$ cat config.mk
export PLATFORM = sky130hd
export DESIGN_NAME = zero_crossing_wave_segmenter_unit
export DESIGN_NICKNAME = d
export VERILOG_FILES = /design/src/design/zcws_pkg.sv /design/src/design/zcws_front.sv /design/src/design/zcws_divider.sv /design/src/design/zcws_back.sv /design/src/design/zero_crossing_wave_segmenter_unit.sv
export SDC_FILE = /design/constraint.sdc
export NUM_CORES = 2
export LEC_CHECK = 0
export ABC_AREA = 1
export BUFFER_PORTS_ARGS = -buffer_cell sky130_fd_sc_hd__buf_2
export CAP_MARGIN = 10
export CORE_MARGIN = 1.5
export CORE_UTILIZATION = 54
export CTS_BUF_LIST = sky130_fd_sc_hd__clkbuf_4
export DETAILED_ROUTE_END_ITERATION = 16
export HOLD_SLACK_MARGIN = 0.02
export PLACE_DENSITY = 0.71
export SLEW_MARGIN = 25
export SYNTH_ARGS = -nofsm -noshare
export SYNTH_HDL_FRONTEND = slang
export SYNTH_HIERARCHICAL = 1
export SYNTH_SLANG_ARGS = --single-unit
$ cat constraint.sdc
create_clock -name clk -period 39.6 [get_ports clk]
set_input_delay 1.98 -clock clk [delete_from_list [all_inputs] [get_ports clk]]
set_output_delay 1.98 -clock clk [all_outputs]
set_load 0.02 [all_outputs]
$ cat src/design/zcws_pkg.sv
`timescale 1ns / 1ps
// ---------------------------------------------------------------------------
// zcws_pkg
// Shared widths, defaults and the queue word type of the wave segmenter.
// ---------------------------------------------------------------------------
package zcws_pkg;
	localparam int TimeWidthDef   = 32;
	localparam int SampleWidthDef = 16;
	localparam int FracBitsDef    = 8;
	localparam int QBits          = 8;
	localparam int TW   = TimeWidthDef;
	localparam int SW   = SampleWidthDef;
	localparam int FB   = FracBitsDef;
	localparam int ZW   = TW + FB;
	localparam int AW   = SW;        // magnitude width, holds 2^(SW-1)
	localparam int SUMW = SW + 1;    // |e1| + |e2|

	// front to back: one crossing word
	typedef struct packed {
		logic          emit;
		logic          kind;
		logic [ZW-1:0] start_t;
		logic [ZW-1:0] mid_t;
		logic [TW-1:0] t1;
		logic [TW-1:0] dt;
		logic [AW-1:0] mag_a;
		logic [SUMW-1:0] mag_s;
		logic [SW-2:0] crest;
		logic [TW-1:0] crest_time;
		logic [SW-1:0] depth;
		logic [TW-1:0] trough_time;
	} xing_t;
endpackage

$ cat src/design/zcws_front.sv
`timescale 1ns / 1ps
// ---------------------------------------------------------------------------
// zcws_front
// Detects sign changes, tracks half-wave extremes and queues crossing words.
// The zero time of each crossing is fed back from the back end in order.
// ---------------------------------------------------------------------------
module zcws_front (
	input  logic                     clk,
	input  logic                     arst_n,
	input  logic                     in_valid,
	output logic                     in_stall,
	input  logic [zcws_pkg::TW-1:0]  sample_time,
	input  logic signed [zcws_pkg::SW-1:0] elevation,
	output logic                     q_valid,
	input  logic                     q_pop,
	output zcws_pkg::xing_t          q_word,
	input  logic                     z_valid,
	input  logic [zcws_pkg::ZW-1:0]  z_time
);
	import zcws_pkg::*;

	logic [TW-1:0] last_time_q;
	logic signed [SW-1:0] last_elev_q;
	logic last_valid_q;
	logic [1:0] seen_q;
	logic [ZW-1:0] older_z_q, newer_z_q;
	logic older_k_q, newer_k_q;
	logic signed [SW-1:0] pmax_q, pmin_q, rmax_q, rmin_q;
	logic [TW-1:0] pmax_t_q, pmin_t_q, rmax_t_q, rmin_t_q;
	logic z_pend_q;
	xing_t word_q;
	logic full_q;

	logic acc, xing;
	logic [AW-1:0] ma, mb;
	logic signed [SW-1:0] crest, low;
	logic [TW-1:0] crest_t, low_t;
	logic signed [SW:0] neg_low;

	// hold input while queue full or a zero time is still owed
	assign in_stall = full_q | z_pend_q;
	assign acc = in_valid & ~in_stall;
	assign xing = last_valid_q & (((last_elev_q > 0) && (elevation < 0)) ||
		((last_elev_q < 0) && (elevation > 0)));
	assign ma = last_elev_q[SW-1] ? AW'(-last_elev_q) : AW'(last_elev_q);
	assign mb = elevation[SW-1] ? AW'(-elevation) : AW'(elevation);

	always_comb begin
		crest = pmax_q; crest_t = pmax_t_q;
		low = pmin_q; low_t = pmin_t_q;
		if (rmax_q > crest) begin
			crest = rmax_q; crest_t = rmax_t_q;
		end
		if (rmin_q < low) begin
			low = rmin_q; low_t = rmin_t_q;
		end
		neg_low = -{low[SW-1], low};
	end

	assign q_valid = full_q;
	assign q_word = word_q;

	// one-entry queue
	always_ff @(posedge clk or negedge arst_n) begin
		if (!arst_n) begin
			full_q <= 1'b0;
		end else if (acc && xing) begin
			full_q <= 1'b1;
		end else if (q_pop) begin
			full_q <= 1'b0;
		end
	end

	always_ff @(posedge clk) begin
		if (acc && xing) begin
			word_q.emit        <= seen_q[1];
			word_q.kind        <= older_k_q;
			word_q.start_t     <= older_z_q;
			word_q.mid_t       <= newer_z_q;
			word_q.t1          <= last_time_q;
			word_q.dt          <= sample_time - last_time_q;
			word_q.mag_a       <= ma;
			word_q.mag_s       <= SUMW'(ma) + SUMW'(mb);
			word_q.crest       <= crest[SW-2:0];
			word_q.crest_time  <= crest_t;
			word_q.depth       <= neg_low[SW-1:0];
			word_q.trough_time <= low_t;
		end
	end

	// advance tracking state
	always_ff @(posedge clk or negedge arst_n) begin
		if (!arst_n) begin
			last_time_q <= '0; last_elev_q <= '0; last_valid_q <= 1'b0;
			seen_q <= '0; older_z_q <= '0; newer_z_q <= '0;
			older_k_q <= 1'b0; newer_k_q <= 1'b0; z_pend_q <= 1'b0;
			pmax_q <= '0; pmin_q <= '0; rmax_q <= '0; rmin_q <= '0;
			pmax_t_q <= '0; pmin_t_q <= '0; rmax_t_q <= '0; rmin_t_q <= '0;
		end else begin
			if (z_valid) begin
				newer_z_q <= z_time;
				z_pend_q <= 1'b0;
			end
			if (acc) begin
				if (xing) begin
					z_pend_q <= 1'b1;
					older_z_q <= newer_z_q;
					older_k_q <= newer_k_q;
					newer_k_q <= last_elev_q[SW-1];
					pmax_q <= rmax_q; pmax_t_q <= rmax_t_q;
					pmin_q <= rmin_q; pmin_t_q <= rmin_t_q;
					if (!seen_q[1]) begin
						seen_q <= seen_q + 2'd1;
					end
					if (elevation > 0) begin
						rmax_q <= elevation; rmax_t_q <= sample_time;
					end else begin
						rmax_q <= '0; rmax_t_q <= '0;
					end
					if (elevation < 0) begin
						rmin_q <= elevation; rmin_t_q <= sample_time;
					end else begin
						rmin_q <= '0; rmin_t_q <= '0;
					end
				end else begin
					if (elevation > rmax_q) begin
						rmax_q <= elevation; rmax_t_q <= sample_time;
					end
					if (elevation < rmin_q) begin
						rmin_q <= elevation; rmin_t_q <= sample_time;
					end
				end
				last_time_q <= sample_time;
				last_elev_q <= elevation;
				last_valid_q <= 1'b1;
			end
		end
	end
endmodule

$ cat src/design/zcws_divider.sv
`timescale 1ns / 1ps
// ---------------------------------------------------------------------------
// zcws_divider
// Restoring divider, one quotient bit per cycle: quotient = num / den.
// ---------------------------------------------------------------------------
module zcws_divider #(
	parameter int NW = 48,
	parameter int DW = 40
) (
	input  logic          clk,
	input  logic          arst_n,
	input  logic          start,
	input  logic [NW-1:0] num,
	input  logic [DW-1:0] den,
	output logic          done,
	output logic [NW-1:0] quo
);
	localparam int CW = $clog2(NW + 1);
	logic [NW-1:0] n_q;
	logic [DW:0]   r_q;
	logic [DW-1:0] d_q;
	logic [CW-1:0] cnt_q;
	logic          busy_q;
	logic [DW:0]   trial;

	assign trial = {r_q[DW-1:0], n_q[NW-1]};
	assign quo = n_q;

	// shift and subtract one bit a cycle
	always_ff @(posedge clk or negedge arst_n) begin
		if (!arst_n) begin
			busy_q <= 1'b0; done <= 1'b0; cnt_q <= '0;
			n_q <= '0; r_q <= '0; d_q <= '0;
		end else begin
			done <= 1'b0;
			if (start) begin
				busy_q <= 1'b1; n_q <= num; d_q <= den; r_q <= '0;
				cnt_q <= CW'(NW);
			end else if (busy_q) begin
				if (trial >= {1'b0, d_q}) begin
					r_q <= trial - {1'b0, d_q};
					n_q <= {n_q[NW-2:0], 1'b1};
				end else begin
					r_q <= trial;
					n_q <= {n_q[NW-2:0], 1'b0};
				end
				cnt_q <= cnt_q - 1'b1;
				if (cnt_q == CW'(1)) begin
					busy_q <= 1'b0; done <= 1'b1;
				end
			end
		end
	end
endmodule

$ cat src/design/zcws_back.sv
`timescale 1ns / 1ps
// ---------------------------------------------------------------------------
// zcws_back
// Interpolates the zero time, computes both asymmetries on a shared divider
// and holds the wave record in an output register.
// ---------------------------------------------------------------------------
module zcws_back (
	input  logic                    clk,
	input  logic                    arst_n,
	input  logic                    q_valid,
	output logic                    q_pop,
	input  zcws_pkg::xing_t         q_word,
	output logic                    z_valid,
	output logic [zcws_pkg::ZW-1:0] z_time,
	output logic                    out_valid,
	input  logic                    out_stall,
	output logic                    wave_kind,
	output logic [zcws_pkg::ZW-1:0] start_zero_time,
	output logic [zcws_pkg::ZW-1:0] middle_zero_time,
	output logic [zcws_pkg::ZW-1:0] end_zero_time,
	output logic [zcws_pkg::SW-2:0] crest_amplitude,
	output logic [zcws_pkg::TW-1:0] crest_time,
	output logic [zcws_pkg::SW-1:0] trough_depth,
	output logic [zcws_pkg::TW-1:0] trough_time,
	output logic [zcws_pkg::SW-1:0] total_height,
	output logic [zcws_pkg::SW-1:0] vertical_asymmetry,
	output logic [zcws_pkg::SW-1:0] horizontal_asymmetry
);
	import zcws_pkg::*;

	localparam int NW = TW + SW + FB + QBits;   // numerator width, covers the widest numerator
	localparam int DW = ZW;

	typedef enum logic [5:0] {
		S_IDLE = 6'b000001, S_MUL = 6'b000010, S_ZDIV = 6'b000100,
		S_VDIV = 6'b001000, S_HDIV = 6'b010000, S_OUT = 6'b100000
	} st_t;
	st_t st_q;

	xing_t w_q;
	logic [TW+AW+FB-1:0] prod_q;
	logic [ZW-1:0] z_q;
	logic [SW-1:0] vas_q;
	logic [SW-1:0] has_q;
	logic div_start;
	logic [NW-1:0] div_num, quo;
	logic [DW-1:0] div_den;
	logic div_done;
	logic [ZW-1:0] hnum, hden;

	zcws_divider #(.NW(NW), .DW(DW)) u_div (
		.clk(clk), .arst_n(arst_n), .start(div_start), .num(div_num),
		.den(div_den), .done(div_done), .quo(quo)
	);

	assign hnum = w_q.mid_t - w_q.start_t;
	assign hden = z_q - w_q.mid_t;
	assign q_pop = (st_q == S_IDLE) && q_valid;

	// saturate a Q8.8 quotient
	function automatic logic [SW-1:0] sat(input logic [NW-1:0] v, input logic dz);
		logic [SW-1:0] r;
		if (dz || (v[NW-1:SW] != '0)) r = '1;
		else r = v[SW-1:0];
		return r;
	endfunction

	always_comb begin
		div_start = 1'b0; div_num = '0; div_den = '0;
		unique case (st_q)
			S_MUL: begin
				div_start = 1'b1;
				div_num = NW'(prod_q);
				div_den = DW'(w_q.mag_s);
			end
			S_ZDIV: begin
				div_start = div_done && w_q.emit;
				div_num = NW'({w_q.crest, QBits'(0)});
				div_den = DW'(w_q.depth);
			end
			S_VDIV: begin
				div_start = div_done;
				div_num = NW'({hnum, QBits'(0)});
				div_den = hden;
			end
			default: ;
		endcase
	end

	// sequence one crossing word
	always_ff @(posedge clk or negedge arst_n) begin
		if (!arst_n) begin
			st_q <= S_IDLE; out_valid <= 1'b0; z_valid <= 1'b0;
		end else begin
			z_valid <= (st_q == S_ZDIV) && div_done;
			if (st_q == S_OUT && (!out_valid || !out_stall)) out_valid <= 1'b1;
			else if (out_valid && !out_stall) out_valid <= 1'b0;
			unique case (st_q)
				S_IDLE: if (q_valid) st_q <= S_MUL;
				S_MUL: st_q <= S_ZDIV;
				S_ZDIV: if (div_done) st_q <= w_q.emit ? S_VDIV : S_IDLE;
				S_VDIV: if (div_done) st_q <= S_HDIV;
				S_HDIV: if (div_done) st_q <= S_OUT;
				S_OUT: if (!out_valid || !out_stall) st_q <= S_IDLE;
				default: st_q <= S_IDLE;
			endcase
		end
	end

	always_ff @(posedge clk) begin
		if (q_pop) begin
			w_q <= q_word;
			prod_q <= {q_word.dt, FB'(0)} * q_word.mag_a;
		end
		if (st_q == S_ZDIV && div_done) z_q <= {w_q.t1, FB'(0)} + quo[ZW-1:0];
		if (st_q == S_VDIV && div_done) vas_q <= sat(quo, w_q.depth == '0);
		if (st_q == S_HDIV && div_done) has_q <= sat(quo, hden == '0);
		if (st_q == S_OUT && (!out_valid || !out_stall)) begin
			wave_kind <= w_q.kind;
			start_zero_time <= w_q.start_t;
			middle_zero_time <= w_q.mid_t;
			end_zero_time <= z_q;
			crest_amplitude <= w_q.crest;
			crest_time <= w_q.crest_time;
			trough_depth <= w_q.depth;
			trough_time <= w_q.trough_time;
			total_height <= SW'(w_q.crest) + w_q.depth;
			vertical_asymmetry <= vas_q;
			horizontal_asymmetry <= has_q;
		end
	end

	assign z_time = z_q;
endmodule

$ cat src/design/zero_crossing_wave_segmenter_unit.sv
`timescale 1ns / 1ps
// ---------------------------------------------------------------------------
// zero_crossing_wave_segmenter_unit
// Splits an elevation stream into overlapping zero-crossing waves.
// ---------------------------------------------------------------------------
// channel  direction  handshake          payload
// in       sink       in_valid/in_stall  sample_time, elevation
// out      source     out_valid/out_stall  wave record, eleven fields
//
// A sample without a crossing raises no stall of its own. A crossing holds the
// input until its zero time is known, mostly through the 64 steps of the
// shared bit-serial divider; a wave record needs two more divisions before
// out_valid is raised.
// Reset clears all tracking state; no clearing pass.
// A stalled output parks the back end; the front still takes samples until
// the next crossing.
module zero_crossing_wave_segmenter_unit (
	input  logic clk,
	input  logic arst_n,
	input  logic in_valid,
	output logic in_stall,
	input  logic [zcws_pkg::TW-1:0] sample_time,
	input  logic signed [zcws_pkg::SW-1:0] elevation,
	output logic out_valid,
	input  logic out_stall,
	output logic wave_kind,
	output logic [zcws_pkg::ZW-1:0] start_zero_time,
	output logic [zcws_pkg::ZW-1:0] middle_zero_time,
	output logic [zcws_pkg::ZW-1:0] end_zero_time,
	output logic [zcws_pkg::SW-2:0] crest_amplitude,
	output logic [zcws_pkg::TW-1:0] crest_time,
	output logic [zcws_pkg::SW-1:0] trough_depth,
	output logic [zcws_pkg::TW-1:0] trough_time,
	output logic [zcws_pkg::SW-1:0] total_height,
	output logic [zcws_pkg::SW-1:0] vertical_asymmetry,
	output logic [zcws_pkg::SW-1:0] horizontal_asymmetry
);
	import zcws_pkg::*;

	logic q_valid, q_pop, z_valid;
	xing_t q_word;
	logic [ZW-1:0] z_time;

	zcws_front u_front (
		.clk(clk), .arst_n(arst_n), .in_valid(in_valid), .in_stall(in_stall),
		.sample_time(sample_time), .elevation(elevation), .q_valid(q_valid),
		.q_pop(q_pop), .q_word(q_word), .z_valid(z_valid), .z_time(z_time)
	);

	zcws_back u_back (
		.clk(clk), .arst_n(arst_n), .q_valid(q_valid), .q_pop(q_pop),
		.q_word(q_word), .z_valid(z_valid), .z_time(z_time),
		.out_valid(out_valid), .out_stall(out_stall), .wave_kind(wave_kind),
		.start_zero_time(start_zero_time), .middle_zero_time(middle_zero_time),
		.end_zero_time(end_zero_time), .crest_amplitude(crest_amplitude),
		.crest_time(crest_time), .trough_depth(trough_depth),
		.trough_time(trough_time), .total_height(total_height),
		.vertical_asymmetry(vertical_asymmetry),
		.horizontal_asymmetry(horizontal_asymmetry)
	);
endmodule

==> out/results.txt <==
outcome = finished clean
area of the die = 155000 um^2
TNS Setup = 0 ns
FMAX = 153 MHz
part of the power in the clock network = 0.375
largest fanout on the critical path = 16
vias in the first global route = 62.6k
Comb pwr share = 0.150
RSZ-0062 raised after global routing = no
met3 usage = 0.0596
DRC violations left = 0
Die Ht = 393 um
critical path, cell by cell = nand2_1, fa_1, fa_1, fa_1, inv_1, fa_1, fa_1, inv_1, fa_1, inv_1, ha_1, nand2_1, nor2_1, inv_1, nor2_1, inv_1, o21ai_0, a21oi_1, o21bai_1, a21oi_1, xor2_1
DR WL/cell = 19.8 um
final setup margin = 33.06 ns
CTS tree = built
post-layout instance area = 90300 um^2
sequential share of the synthesized area = 0.471
Pleak = 43.5 nW
Post-Syn Area = 82200 um^2
total CTS buffers = 363
first-pass GRT wire length = 358000 um
synth top area cells = edfxtp_1, dfrtp_1, nand2_1, fa_1, inv_1
cell-internal power = 2.40 mW
Worst Max-Slew Pin Slew = 1.21 ns
delay-heaviest family, CP = adder cells
Syn Area/Cell = 9.15 um^2
crit-path max cell delay = 0.87 ns
core area = 152000 um^2
clk sink count = 1372
Setup Viol. Count Final = 0
drt via density = 5.37
CTS max path bufs = 4
nets = 10.3k
Cells after Synth = 8990
GRT Max-Usage Layer = met2
CP max stage cell = edfxtp_1
max-capacitance violation count = 0
pre-CTS WS = 32.93 ns
Starting Density = 0.543
clock root cell = clkbuf_4
hold buffer count at cts = 0
maximum vdd drop = 0.0419 mV
Final Critical Period = 6.54 ns
Synth top area share = 0.323
most frequent cells in the layout = nand2_1, inv_1, edfxtp_1, clkbuf_4, dfrtp_1
I/O pins = 318
synth-to-layout area growth = 9.86%
# placed instances = 11.1k
Placed Instance Area = 85600 um^2
Post-synth EDFFs = 884
Pwr Density = 36.9 nW/um^2
hpwl dp = 175000 um
cell type with the largest total area after synthesis = edfxtp_1
total wire length = 233000 um
Hold Path Class = reg -> reg
crit share post-route = 0.165
FP Rows = 143
Switching Fraction = 0.281
fraction of registers with async set/reset = 0.356
critical path type = reg -> reg
final RePlAce weighted congestion = 0.985
CP endpoint kind = flop
initial antenna violation count = 8
maximum number of pins on one net before global-route repair = 161
share of cells above drive strength 1 = 0.113
Buf/Inv on CP = 5
post-CTS sizing = 0
met1 usage = 0.401
sequential power share = 0.475
final hold vios = 0
synth unique cells = 57
Slew headroom = 0.192
CP most frequent cell = fa_1
first drt pass iteration count = 9
met2 GRT Util = 0.497
#FFs+latches synth = 1372
Clock Latency Late Sink = 1.31 ns
# port buffers = 317
YS warnings = 6
Top FF cell, synth = edfxtp_1
critical path launch point type = flop
clock-pin slew on the worst setup and hold paths = 0.07 ns
total congestion overflow = 0
GRT Util Overall = 0.304
most common cell after layout, fill and taps aside = nand2_1
# H-tree levels = 5
remaining antenna violation count = 0
Clock Skew = 0.138 ns
worst path required time = 40.59 ns
non-filler cells, final = 11.8k
1st-iter DRT viols = 5628
Pins Over Slew Limit = 0
setup bufs post-CTS = 0
CP arrival = 7.53 ns
Net Sw Power = 0.936 mW
via count = 63.1k
die width = 393 um
==> synthesized netlist by cell type (15+ instances only) <==
master       n
xnor2_1     82
o221ai_1    69
edfxtp_1   884
a21oi_1    320
dfrtp_1    487
buf_2       42
a21boi_0    15
nor2_2      25
nand4_1     45
nor4_1      30
buf_6       19
nand3_1    450
o21bai_1    29
clkbuf_1   215
inv_1     1635
buf_4       17
xor2_1     118
nor2_1     370
nand3_2     16
nor3_1      45
fa_1       425
a21o_1      17
nand3b_1    34
clkinv_1    17
nand2_1   2506
a31oi_1     32
inv_2       31
o21ai_0    459
o21ai_1     39
o211ai_1    18
nand2_2     19
ha_1       398
==> through the flow <==
step,utilization,hold slack [ns],power [mW]
global route,0.596,0.377,3.51
global placement,0.565,0.401,2.10
CTS,0.596,0.353,3.36
finish,0.596,0.360,3.34
detailed placement,0.565,0.405,2.10
floorplan,-,0.400,1.96
==> layout make-up <==
type                    instances  area [um^2]
multi-input cells            5649        35900
inverters                    1684         6340
clock buffers                 564         4230
repair buffers                376         2070
flip-flops and latches       1372        38800
diodes                          7         17.5
well taps                    2030         2540
clock inverters                86          479
fillers                     13200        61200
==> registers in the layout, summed over array words and instances, names as in the netlist, 32 cells and up <==
register	count
u_back/z_time	40
u_back/start_zero_time	40
u_back/w_q	226
u_back/u_div/r_q	40
u_front/rmin_t_q	32
u_front/q_word	274
u_back/end_zero_time	40
u_front/rmax_t_q	32
u_front/last_time_q	32
u_back/crest_time	32
u_front/pmax_t_q	32
u_front/pmin_t_q	32
u_back/u_div/d_q	40
u_back/trough_time	32
u_back/middle_zero_time	40
u_front/newer_z_q	40
u_front/older_z_q	40
u_back/u_div/quo	64
u_back/prod_q	48
==> worst paths after layout <==
path	slack, ns	depth (start not counted)	to	start
worst max-delay path	33.06	21	u_back/prod_q[53]	u_front/q_word[153]
worst min-delay path	0.36	0	u_back/w_q[262]	u_front/q_word[262]
worst max register to register	33.06	21	u_back/prod_q[53]	u_front/q_word[153]
worst min register to register	0.36	0	u_back/w_q[262]	u_front/q_word[262]
max in group asynchronous	36.82	3	u_front/newer_z_q[18]	arst_n
min in group asynchronous	0.66	1	u_back/u_div/quo[6]	arst_n
==> power groups by stage <==
| stage | registers [mW] | logic (mW) | clock network [mW] |
|---|---|---|---|
| 2_1_floorplan | 1.60 | 0.361 | 0 |
| 3_3_place_gp | 1.61 | 0.487 | 0 |
| 3_5_place_dp | 1.61 | 0.493 | 0 |
| 4_1_cts | 1.58 | 0.495 | 1.29 |
| 5_1_grt | 1.58 | 0.565 | 1.36 |
| 6_report | 1.58 | 0.501 | 1.25 |
==> layer usage <==
metal  wire [um]  up-vias
li1            -    29700
met1       96600    30500
met2      112000     2473
met3       16800      410
met4        8360        4
met5          23        -
==> cells by family (layout without fill, tap and decap cells) <==
logic type / after synthesis / count (layout) / synth area share
other cells: 1 / 23 / 0.0000456
flops: 1372 / 1372 / 0.471
simple gates: 3574 / 3574 / 0.179
compound gates: 1036 / 1036 / 0.0705
fa+ha+maj: 823 / 823 / 0.164
buf+inv: 1984 / 2710 / 0.0938
xor+xnor: 200 / 200 / 0.0213
Note: power is estimated with default switching activity, not from simulation.
